[src/hdl/cade_pkg.sv]
package cade_pkg;

    localparam int CFG_DATA_W = 32;
    localparam int CFG_ADDR_W = 3;
    localparam int FRAC_W     = 16;
    localparam int LEN_W      = 24;
    localparam int EXP_W      = 24;
    localparam int STEP_W     = 4;

    typedef enum logic [CFG_ADDR_W-1:0] {
        REG_PEAK       = 3'd0,
        REG_ATTACK     = 3'd1,
        REG_DECAY      = 3'd2,
        REG_ATTACK_EXP = 3'd3,
        REG_DECAY_EXP  = 3'd4
    } t_reg_idx;

    typedef enum logic [3:0] {
        CMD_NONE,
        CMD_LOAD,
        CMD_DIV,
        CMD_NORM,
        CMD_SQR,
        CMD_MUL_LO,
        CMD_MUL_HI,
        CMD_EXP,
        CMD_POW,
        CMD_SCALE
    } t_cmd;

    typedef struct packed {
        t_cmd              cmd;
        logic [STEP_W-1:0] step;
    } t_ctrl;

    typedef struct packed {
        logic skip;
        logic pow_special;
    } t_stat;

    function automatic logic [63:0] isqrt(input logic [63:0] v);
        logic [63:0] rem;
        logic [63:0] res;
        logic [63:0] b;
        rem = v;
        res = '0;
        for (int i = 31; i >= 0; i--) begin
            b = 64'd1 << (2 * i);
            if (rem >= res + b) begin
                rem = rem - (res + b);
                res = (res >> 1) + b;
            end else begin
                res = res >> 1;
            end
        end
        return res;
    endfunction

    // c_k ~ 2^(-2^-k) in Q30, by repeated square roots from 0.5
    function automatic logic [29:0] root_const(input int k);
        logic [63:0] c;
        c = 64'd1 << 29;
        for (int j = 1; j <= k; j++) begin
            c = isqrt(c << 30);
        end
        return c[29:0];
    endfunction

endpackage

[src/hdl/cade_ctrl.sv]
module cade_ctrl #(
    parameter int VALUE_BITS = 16
) (
    input  logic                  i_clk,
    input  logic                  i_rst_n,
    input  logic                  i_in_valid,
    output logic                  o_in_ready,
    output logic                  o_out_valid,
    input  logic                  i_out_ready,
    output logic [VALUE_BITS-1:0] o_out_data,
    output cade_pkg::t_ctrl       o_ctrl,
    input  cade_pkg::t_stat       i_stat,
    input  logic [VALUE_BITS-1:0] i_level
);
    import cade_pkg::*;

    typedef enum logic [3:0] {
        S_IDLE, S_CLASS, S_DIV, S_NORM, S_SQR, S_MUL_LO, S_MUL_HI,
        S_EXP, S_POW, S_SCALE, S_FIN
    } t_state;

    t_state                r_state, n_state;
    logic [STEP_W-1:0]     r_step, n_step;
    logic                  r_out_valid, n_out_valid;
    logic [VALUE_BITS-1:0] r_out_data, n_out_data;
    logic                  last;

    assign last       = (r_step == '1);
    assign o_in_ready = (r_state == S_IDLE);

    always_comb begin
        o_ctrl.step = r_step;
        case (r_state)
            S_IDLE:   o_ctrl.cmd = i_in_valid ? CMD_LOAD : CMD_NONE;
            S_DIV:    o_ctrl.cmd = CMD_DIV;
            S_NORM:   o_ctrl.cmd = CMD_NORM;
            S_SQR:    o_ctrl.cmd = CMD_SQR;
            S_MUL_LO: o_ctrl.cmd = CMD_MUL_LO;
            S_MUL_HI: o_ctrl.cmd = CMD_MUL_HI;
            S_EXP:    o_ctrl.cmd = CMD_EXP;
            S_POW:    o_ctrl.cmd = CMD_POW;
            S_SCALE:  o_ctrl.cmd = CMD_SCALE;
            default:  o_ctrl.cmd = CMD_NONE;
        endcase
    end

    always_comb begin
        n_state     = r_state;
        n_step      = r_step;
        n_out_valid = r_out_valid && !i_out_ready;
        n_out_data  = r_out_data;
        case (r_state)
            S_IDLE:   if (i_in_valid) n_state = S_CLASS;
            S_CLASS: begin
                n_step  = '0;
                n_state = i_stat.skip ? S_FIN : S_DIV;
            end
            S_DIV: begin
                n_step = r_step + 1'b1;
                if (last) n_state = S_NORM;
            end
            S_NORM:   n_state = i_stat.pow_special ? S_SCALE : S_SQR;
            S_SQR: begin
                n_step = r_step + 1'b1;
                if (last) n_state = S_MUL_LO;
            end
            S_MUL_LO: n_state = S_MUL_HI;
            S_MUL_HI: n_state = S_EXP;
            S_EXP: begin
                n_step = r_step + 1'b1;
                if (last) n_state = S_POW;
            end
            S_POW:    n_state = S_SCALE;
            S_SCALE:  n_state = S_FIN;
            S_FIN: begin
                // wait for the output register to free up
                if (!r_out_valid || i_out_ready) begin
                    n_out_valid = 1'b1;
                    n_out_data  = i_level;
                    n_state     = S_IDLE;
                end
            end
            default:  n_state = S_IDLE;
        endcase
    end

    always_ff @(posedge i_clk) begin
        if (!i_rst_n) begin
            r_state     <= S_IDLE;
            r_step      <= '0;
            r_out_valid <= 1'b0;
        end else begin
            r_state     <= n_state;
            r_step      <= n_step;
            r_out_valid <= n_out_valid;
        end
        r_out_data <= n_out_data;
    end

    assign o_out_valid = r_out_valid;
    assign o_out_data  = r_out_data;

    a_accept_busy: assert property (@(posedge i_clk) disable iff (!i_rst_n)
        (i_in_valid && o_in_ready) |=> !o_in_ready)
        else $error("request taken while busy");

    a_out_from_fin: assert property (@(posedge i_clk) disable iff (!i_rst_n)
        (r_out_valid && !$past(r_out_valid)) |-> $past(r_state == S_FIN))
        else $error("result loaded outside finish");

    a_sqr_entry: assert property (@(posedge i_clk) disable iff (!i_rst_n)
        (r_state == S_NORM) |=> (r_state == S_SQR) == !$past(i_stat.pow_special))
        else $error("log path taken for special base");

    a_step_zero: assert property (@(posedge i_clk) disable iff (!i_rst_n)
        (r_state == S_NORM || r_state == S_MUL_HI) |-> r_step == '0)
        else $error("step counter not wrapped");

endmodule

[config.mk]
export PLATFORM = sky130hd
export DESIGN_NAME = cade_ctrl
export DESIGN_NICKNAME = d
export VERILOG_FILES = /design/src/hdl/cade_pkg.sv /design/src/hdl/cade_ctrl.sv
export SDC_FILE = /design/constraint.sdc
export NUM_CORES = 1
export LEC_CHECK = 0
export ABC_AREA = 1
export BUFFER_PORTS_ARGS = -buffer_cell sky130_fd_sc_hd__buf_2
export CELL_PAD_IN_SITES_DETAIL_PLACEMENT = 1
export CELL_PAD_IN_SITES_GLOBAL_PLACEMENT = 1
export CORE_UTILIZATION = 33
export DETAILED_ROUTE_END_ITERATION = 7
export GPL_TIMING_DRIVEN = 0
export PLACE_DENSITY = 0.78
export SLEW_MARGIN = 10
export SYNTH_ARGS = -nofsm -noshare
export SYNTH_HDL_FRONTEND = slang
export SYNTH_SLANG_ARGS = --single-unit
[constraint.sdc]
create_clock -name i_clk -period 2.3 [get_ports i_clk]
set_input_delay 0.23 -clock i_clk [delete_from_list [all_inputs] [get_ports i_clk]]
set_output_delay 0.23 -clock i_clk [all_outputs]
set_load 0.02 [all_outputs]
==> results.toml, run 1 <==
[setup_path]
path_cells = "nor2_2 -> inv_1 -> nor2_1 -> nand2_1 -> a211oi_1 -> buf_2"
critical_path_at_ns = 1.61
end_kind = "output pin"
worstSetupStartpointType = "register"
crit_slowest_cell = "dfxtp_1"
largest_stage_delay_on_the_critical_path_ns = 0.38
timing.setup.critical_path_class = "register to output pin"
required_ns = 2.07
crit_fanout = 6

[floorplan]
die-height_um = 58.5
die_x_um = 58.5
die_area_um2 = 3420
initial_core_util = 0.345
row_count = 20
core_area_um2 = 3050
io_pins = 48

[flow_run]
maxCapViolCount = 0

[grt]
first_global_vias = 889
grt-ovfl-total = 0
initial_antenna_violation_count = 0
largest_net_degree_at_the_start_of_global_routing = 14
grt_use_total = 0.142
grt_pass1_wl_um = 3720

[timing]
number_of_endpoints_with_negative_hold_slack_in_the_final_report = 0
final.min_clock_period_ns = 1.84
timing.hold.ws_ns = 0.0862
rsz0062_at_grt = "false"
finalSetupViolations = 0
post-route-period-util = 0.800
final.setup.tns_ns = 0
finalClockSkew_ns = 0.00743
maxSlewViolCount = 0
worst_max_slew_margin_expressed_relative_to_the_limit = 0.738
fmax_mhz = 544
worst-slew-pin-transition_ns = 0.390

[yosys]
synth_cell_types = 19
syn_area_um2 = 1050
syn_nets = 130
synth_seq_area_share = 0.627
synthesis.instances = 107
postSynthRegisterBits = 25
synth.yosys.warnings = 0
post_syn_area_per_cell_um2 = 9.85

[clock_network]
cts_post_setup_buffers_inserted = 0
holdBufCountCts = 0
cts.reportedPaths.clkPinSlew_ns = 0.13
cts_buffer_depth = 2
cts.sinks = 25
cts_tree = "built"
cts-htree-levels = 1
cts_inserted_buffers = 3
post_cts_resize_count = 0
clk_root_buffer_cell = "clkbuf_4"
clock_insertion_delay_worst_skew_ns = 0.31

[finish]
fillers = 391
syn_to_final_growth_pct = 31.6
drive_above_1_share = 0.409
n_antenna_cell = 0
num-nets-final = 183
layout.cell_area.non_filler_um2 = 1390
final_common_cell = "buf_2"
final_util = 0.454
layout.cells.most_common_list = "47 x buf_2, 24 x nand2_1, 16 x edfxtp_1, 14 x nor2_1"

[route]
detail_route.wirelength_um = 2400
drcViolationCount = 0
drtPass1Iterations = 4
viasPerCell = 4.64
first_iter_violations = 6
drt.antenna.violating_nets = 0
vias = 941
drt-wirelength-per-cell_um = 11.8

[hold_path]
timing.hold.worst.class = "input port to register"

[placed_design]
place.gp.congestion = 0.792
io_buffer_count = 47
detailed_place.area_um2 = 1360
dp.final_hpwl_um = 2060

[outcome]
status = "finished clean"

[pwr]
vdd.ir_drop.worst_v = 0.000501
total_power_mw = 1.37
p_per_area_nw_per_um2 = 987
power.leakage_nw = 0.632
==> state kept, by name (all words and copies together), names as in the netlist <==
name,count
r_state,4
r_step,4
o_out_valid,1
o_out_data,16
==> cells in the mapped netlist (all sizes together) <==
cell    count  area [um2]
edfxtp     16         480
inv        13        48.8
a21oi       6        33.8
a211oi      1        7.51
ha          1        12.5
nor2       16        65.1
nor3        2        10.0
nand2      30         143
xnor2       1        8.76
dfxtp       9         180
nand4       2        12.5
o22ai       1        6.26
o21ai       2        10.0
nand3       7        35.0
==> report_power, final <==
part,internal (mW),switching [mW]
sequential,0.522,0.0488
combinational,0.200,0.413
clock,0.0676,0.118
total,0.789,0.579
==> worst max-delay path: cells and delay by family, from the launching register on <==
kind | cells | cell delay (ns)
and+or+nand+nor | 3 | 0.44
DFF | 1 | 0.38
AOI/OAI and AO/OA | 1 | 0.19
buffers and inverters | 2 | 0.30
==> routing by layer <==
metal	vias up	track usage	share of wire
li1	454	-	-
met1	443	0.157	0.39
met2	40	0.256	0.51
met3	4	0.0418	0.082
met4	0	0.0578	0.017
met5	-	0	0
==> through the flow <==
stage | setup WS, ns | std cells
global placement | -0.186 | 198
CTS | 0.437 | 203
detailed placement | 0.796 | 199
finish | 0.461 | 203
global route | 0.287 | 203
floorplan | 0.214 | 107
==> area by class of cell <==
class | instances | area [um2] | share of cell area
clock buffers | 4 | 26.3 | 0.0190
multi-input cells | 69 | 349 | 0.252
well taps | 44 | 55.1 | 0.0397
flip-flops and latches | 25 | 661 | 0.477
repair buffers | 48 | 246 | 0.178
inverters | 13 | 48.8 | 0.0352
==> path summary, 6_finish.rpt <==
check,start,to,slack (ns),cells past startpoint
max,r_state[3]$_SDFFE_PN0P_,o_ctrl[4],0.46,6
min,i_level[5],o_out_data[5]$_DFFE_PP_,0.09,1
max reg2reg,r_state[1]$_SDFFE_PN0P_,o_out_data[4]$_DFFE_PP_,0.77,3
min reg2reg,r_step[1]$_SDFFE_PN0P_,r_step[1]$_SDFFE_PN0P_,0.51,2
==> cells by family after synthesis <==
logic type / Yosys count / share of synthesized area
AO/OA/AOI/OAI: 10 / 0.0546
AND/OR/NAND/NOR: 57 / 0.252
buffers and inverters: 13 / 0.0463
XOR/XNOR: 1 / 0.00832
adder cells (fa/ha/maj): 1 / 0.0119
flip-flops: 25 / 0.627
No activity file was read; power rests on OpenSTA's default activity.
==> inputs of run 2 (changes only) <==
==> constraint.sdc (replaced) <==
create_clock -name i_clk -period 1.72 [get_ports i_clk]
set_input_delay 0.172 -clock i_clk [delete_from_list [all_inputs] [get_ports i_clk]]
set_output_delay 0.172 -clock i_clk [all_outputs]
set_load 0.02 [all_outputs]
==> run 2 against run 1 <==
Hold slack worse by 0.060 ns. Via count up 3.5%. Combinational power increased by 67%. Clock-buffer cell count is 1 lower. Critical path depth shrank 2. First-iteration DRC count increased by 33%. Sequential cell count did not move. Sequential share of layout area down 2.4 points. Register-to-register slack got worse by 0.64 ns. Sequential power up 37%.
==> results.toml, run 2 (synthesis gave the netlist of run 1 again) <==
[finish]
drive_above_1_share = 0.476
fillers = 387
num-nets-final = 190
layout.cells.most_common_list = "46 x buf_2, 24 x nand2_1, 16 x edfxtp_1, 13 x nor2_1"
multiInputGateArea_um2 = 373
largest_register_ff_count = 16
fin_cells = 210
syn_to_final_growth_pct = 39.9
register_area_um2 = 667
n_antenna_cell = 0
final_util = 0.483
final_common_cell = "buf_2"

[clock_network]
cts_inserted_buffers = 3
cts_tree = "built"
cts_buffer_depth = 2
clock_insertion_delay_worst_skew_ns = 0.31
cts.sinks = 25
clk_root_buffer_cell = "clkbuf_4"
cts.reportedPaths.clkPinSlew_ns = 0.13
cts-htree-levels = 1

[floorplan]
row_count = 20
core_area_um2 = 3050
die-height_um = 58.5
initial_core_util = 0.345
io_pins = 48
die_x_um = 58.5
die_area_um2 = 3420

[grt]
grt-ovfl-total = 0
largest_net_degree_at_the_start_of_global_routing = 17
grt_pass1_wl_um = 3970
initial_antenna_violation_count = 0
grt_use_total = 0.149
first_global_vias = 955

[hold_path]
hold_crit_start = "i_level[14]"
worst_hold_path.num_cells = 1
timing.hold.worst.class = "input port to register"
min_to = "o_out_data[14]$_DFFE_PP_"

[timing]
finalClockSkew_ns = 0.00363
worst_max_slew_margin_expressed_relative_to_the_limit = 0.528
number_of_endpoints_with_negative_hold_slack_in_the_final_report = 0
final.min_clock_period_ns = 1.68
finalSetupViolations = 0
post-route-period-util = 0.976
final.setup.tns_ns = 0
maxSlewViolCount = 0
timing.hold.ws_ns = 0.0262
worst-slew-pin-transition_ns = 0.705
fmax_mhz = 596

[route]
drt-wirelength-per-cell_um = 12.3
drcViolationCount = 0
vias = 974
first_iter_violations = 8
viasPerCell = 4.64
drt.antenna.violating_nets = 0
drtPass1Iterations = 4
detail_route.wirelength_um = 2580

[placed_design]
place.gp.congestion = 0.810
post-place-cells = 198
io_buffer_count = 47
dp.final_hpwl_um = 2030

[setup_path]
critical_path.top_delay_family = "compound AO/OA/AOI/OAI gates"
critical_path_buf_inv_count = 2
end_kind = "output pin"
largest_stage_delay_on_the_critical_path_ns = 0.39
worstSetupStartpointType = "register"
crit_fanout = 4
reg2reg_from = "r_state[0]$_SDFFE_PN0P_"
critical_path_cell_count = 4
worst-r2r-setup-slack_ns = 0.13
worstRegToRegCells = 3
timing.setup.critical_path_class = "register to output pin"
rr_endpoint = "o_out_data[4]$_DFFE_PP_"
critical_path_at_ns = 1.51
path_cells = "o21ai_0 -> inv_1 -> a211oi_2 -> buf_4"
required_ns = 1.55
crit_slowest_cell = "dfxtp_4"

[pwr]
power.leakage_nw = 0.668
vdd.ir_drop.worst_v = 0.000709
total_power_mw = 2.06
p_per_area_nw_per_um2 = 1400

[flow_run]
maxCapViolCount = 0

[outcome]
status = "finished clean"
==> run 2: how the worst max path moves through the flow <==
stage	startpoint	endpoint	slack (ns)
after floorplan	r_state[1]$_SDFFE_PN0P_	o_out_data[0]$_DFFE_PP_	0.10
after global placement	r_state[1]$_SDFFE_PN0P_	o_out_data[0]$_DFFE_PP_	-0.16
after detailed placement	r_state[1]$_SDFFE_PN0P_	o_out_data[2]$_DFFE_PP_	-0.19
after CTS	r_state[3]$_SDFFE_PN0P_	o_ctrl[4]	0.02
after global routing	r_state[2]$_SDFFE_PN0P_	o_ctrl[4]	-0.02
final	r_state[2]$_SDFFE_PN0P_	o_ctrl[4]	0.04
==> run 2: per-layer routing <==
layer  wire length [um]  GRT usage  vias to the layer above
li1                   -          -                      473
met1               1010      0.163                      458
met2               1360      0.291                       41
met3                198     0.0374                        2
met4                 15     0.0306                        0
met5                  0          0                        -
==> run 2: final cells by class <==
cell class	count	area share
sequential	25	0.452
multi-input combinational	69	0.253
timing repair buffer	55	0.204
tap	44	0.0374
inverter	13	0.0331
clock buffer	3	0.0153
clock inverter	1	0.00509
==> run 2: timing repair <==
item,in CTS,in global routing
pin swaps,0,2
endpoints found under the setup margin,17,10
buffers inserted,0,7
gates resized for setup,5,5
endpoints found under the hold margin,0,1
hold buffers,0,1
==> run 2: report_power, final <==
part           internal (mW)  switching [mW]  leakage [nW]
Clock                 0.0885           0.169        0.0139
Combinational          0.402           0.616         0.436
Sequential             0.708          0.0729         0.219
==> run 2: stage by stage <==
stage          setup WS, ns  area [um2]
2_1_floorplan         0.103        1060
5_1_grt             -0.0158        1470
3_3_place_gp         -0.156        1350
3_5_place_dp         -0.190        1350
6_report             0.0417        1470
4_1_cts              0.0217        1400
==> inputs of run 3 (changes only) <==
--- a/config.mk
+++ b/config.mk
@@ -9,10 +9,11 @@
 export BUFFER_PORTS_ARGS = -buffer_cell sky130_fd_sc_hd__buf_2
 export CELL_PAD_IN_SITES_DETAIL_PLACEMENT = 1
 export CELL_PAD_IN_SITES_GLOBAL_PLACEMENT = 1
-export CORE_UTILIZATION = 33
+export CORE_UTILIZATION = 35
+export CTS_BUF_LIST = sky130_fd_sc_hd__clkbuf_8
 export DETAILED_ROUTE_END_ITERATION = 7
 export GPL_TIMING_DRIVEN = 0
-export PLACE_DENSITY = 0.78
+export PLACE_DENSITY = 0.82
 export SLEW_MARGIN = 10
 export SYNTH_ARGS = -nofsm -noshare
 export SYNTH_HDL_FRONTEND = slang
==> run 3 against run 2 <==
Largest power group unchanged. Global-route usage is 1.7 points higher. Hold slack improved by 0.045 ns. Highest routed layer unchanged. Fmax rose by 1.5%. The flow now finishes with violations (design-rule violations). Sequential share of layout area is 1.5 points higher. Cell area shrank 3.9%.
==> results.toml, run 3 (synthesis gave the netlist of run 1 again) <==
[route]
viasPerCell = 4.95
route.top_layer_used = "met4"
drtPass1Iterations = 6
detailroute.wirelength.met2_um = 1300
wl_met1_um = 977
drt.antenna.violating_nets = 0
first_iter_violations = 21
vias = 946
detail_route.wirelength_um = 2500
drcViolationCount = 12
route.met3.wl_um = 184
drt-wirelength-per-cell_um = 13.1

[pwr]
total_power_mw = 2.03
vdd.ir_drop.worst_v = 0.000561
share_comb_of_total_power = 0.452
internal_power_mw = 1.18
power.switching_mw = 0.845
seq_pwr_share = 0.379
share_clk_of_total_power = 0.169
power.leakage_nw = 0.653
power.switching_fraction = 0.417
p_per_area_nw_per_um2 = 1430

[placed_design]
io_buffer_count = 47
post-place-cells = 185
place.gp.congestion = 0.800
dp.final_hpwl_um = 1960
place_ws_ns = -0.201
detailed_place.area_um2 = 1340

[finish]
drive_above_1_share = 0.438
fin_cells = 191
n_antenna_cell = 0
largest_register_ff_count = 16
final_common_cell = "buf_2"
multiInputGateArea_um2 = 368
final_util = 0.505
layout.cell_area.non_filler_um2 = 1420
syn_to_final_growth_pct = 34.4
fillers = 346
num-nets-final = 184
layout.cells.most_common_list = "46 x buf_2, 24 x nand2_1, 16 x edfxtp_1, 13 x nor2_1, 9 x inv_1"
register_area_um2 = 662

[grt]
first_global_vias = 917
grt-ovfl-total = 0
grt_use_total = 0.167
grt_pass1_wl_um = 4100
initial_antenna_violation_count = 0
largest_net_degree_at_the_start_of_global_routing = 17

[timing]
post-route-period-util = 0.961
worst_max_slew_margin_expressed_relative_to_the_limit = 0.529
timing.hold.ws_ns = 0.0714
finalClockSkew_ns = 0.00534
maxSlewViolCount = 0
worst_slack_ns = 0.0664
final.min_clock_period_ns = 1.65
number_of_endpoints_with_negative_hold_slack_in_the_final_report = 0
worst-slew-pin-transition_ns = 0.705
finalSetupViolations = 0
final.setup.tns_ns = 0
fmax_mhz = 605

[clock_network]
cts_tree = "built"
cts.sinks = 25
clk_root_buffer_cell = "clkbuf_8"
cts.reportedPaths.clkPinSlew_ns = 0.09
holdBufCountCts = 0
cts-htree-levels = 1
cts_inserted_buffers = 3
cts_buffer_depth = 2
clock_insertion_delay_worst_skew_ns = 0.27

[setup_path]
worstSetupStartpointType = "register"
critical_path_at_ns = 1.48
timing.setup.critical_path_class = "register to output pin"
crit_fanout = 7
required_ns = 1.55
end_kind = "output pin"

[floorplan]
die_area_um2 = 3230
die-height_um = 56.9
die_x_um = 56.9
core_area_um2 = 2810
initial_core_util = 0.376
row_count = 19
io_pins = 48

[outcome]
status = "finished with violations"
violations_in_the_final_reports = "design-rule violations"

[hold_path]
timing.hold.worst.class = "input port to register"

[flow_run]
maxCapViolCount = 0
## run 3: per-layer routing
layer / vias to the layer above / global-route usage
met4: 0 / 0.0732
met1: 443 / 0.180
li1: 460 / -
met3: 7 / 0.0507
met2: 36 / 0.298
met5: - / 0
## run 3: worst max-delay path, stage by stage, from the launching register on
cell      delay (ns)
dfxtp_1         0.38
inv_2           0.13
nand2_2         0.09
nor2_2          0.15
nand2_1         0.08
a211oi_2        0.21
buf_4           0.18
## run 3: power by group through the flow
stage | clock [mW] | combinational, mW | sequential [mW]
floorplan | 0 | 0.592 | 0.788
CTS | 0.349 | 0.879 | 0.768
global route | 0.380 | 1.01 | 0.778
detailed placement | 0 | 0.850 | 0.776
global placement | 0 | 0.799 | 0.773
finish | 0.342 | 0.918 | 0.768
## run 3: what timing repair did
| item | 4_1_cts | 5_1_grt |
|---|---|---|
| setup buffers | 0 | 2 |
| setup endpoints to repair | 17 | 1 |
| endpoints found under the hold margin | 0 | 0 |
| resized for setup | 3 | 2 |
| pin swaps | 1 | 1 |
## run 3: layout make-up
class / count / area share
Clock buffer: 3 / 0.0292
Clock inverter: 1 / 0.00353
Inverter: 13 / 0.0345
Multi-Input combinational cell: 69 / 0.260
Sequential cell: 25 / 0.467
Tap cell: 31 / 0.0274
Timing Repair Buffer: 49 / 0.178
## run 3: final timing paths
| path | from | to | slack [ns] | depth (start not counted) |
|---|---|---|---|---|
| max | r_state[1]$_SDFFE_PN0P_ | o_ctrl[4] | 0.07 | 6 |
| min | i_level[4] | o_out_data[4]$_DFFE_PP_ | 0.07 | 1 |
| max reg2reg | r_state[1]$_SDFFE_PN0P_ | o_out_data[0]$_DFFE_PP_ | 0.10 | 2 |
| min reg2reg | r_step[1]$_SDFFE_PN0P_ | r_step[1]$_SDFFE_PN0P_ | 0.51 | 2 |
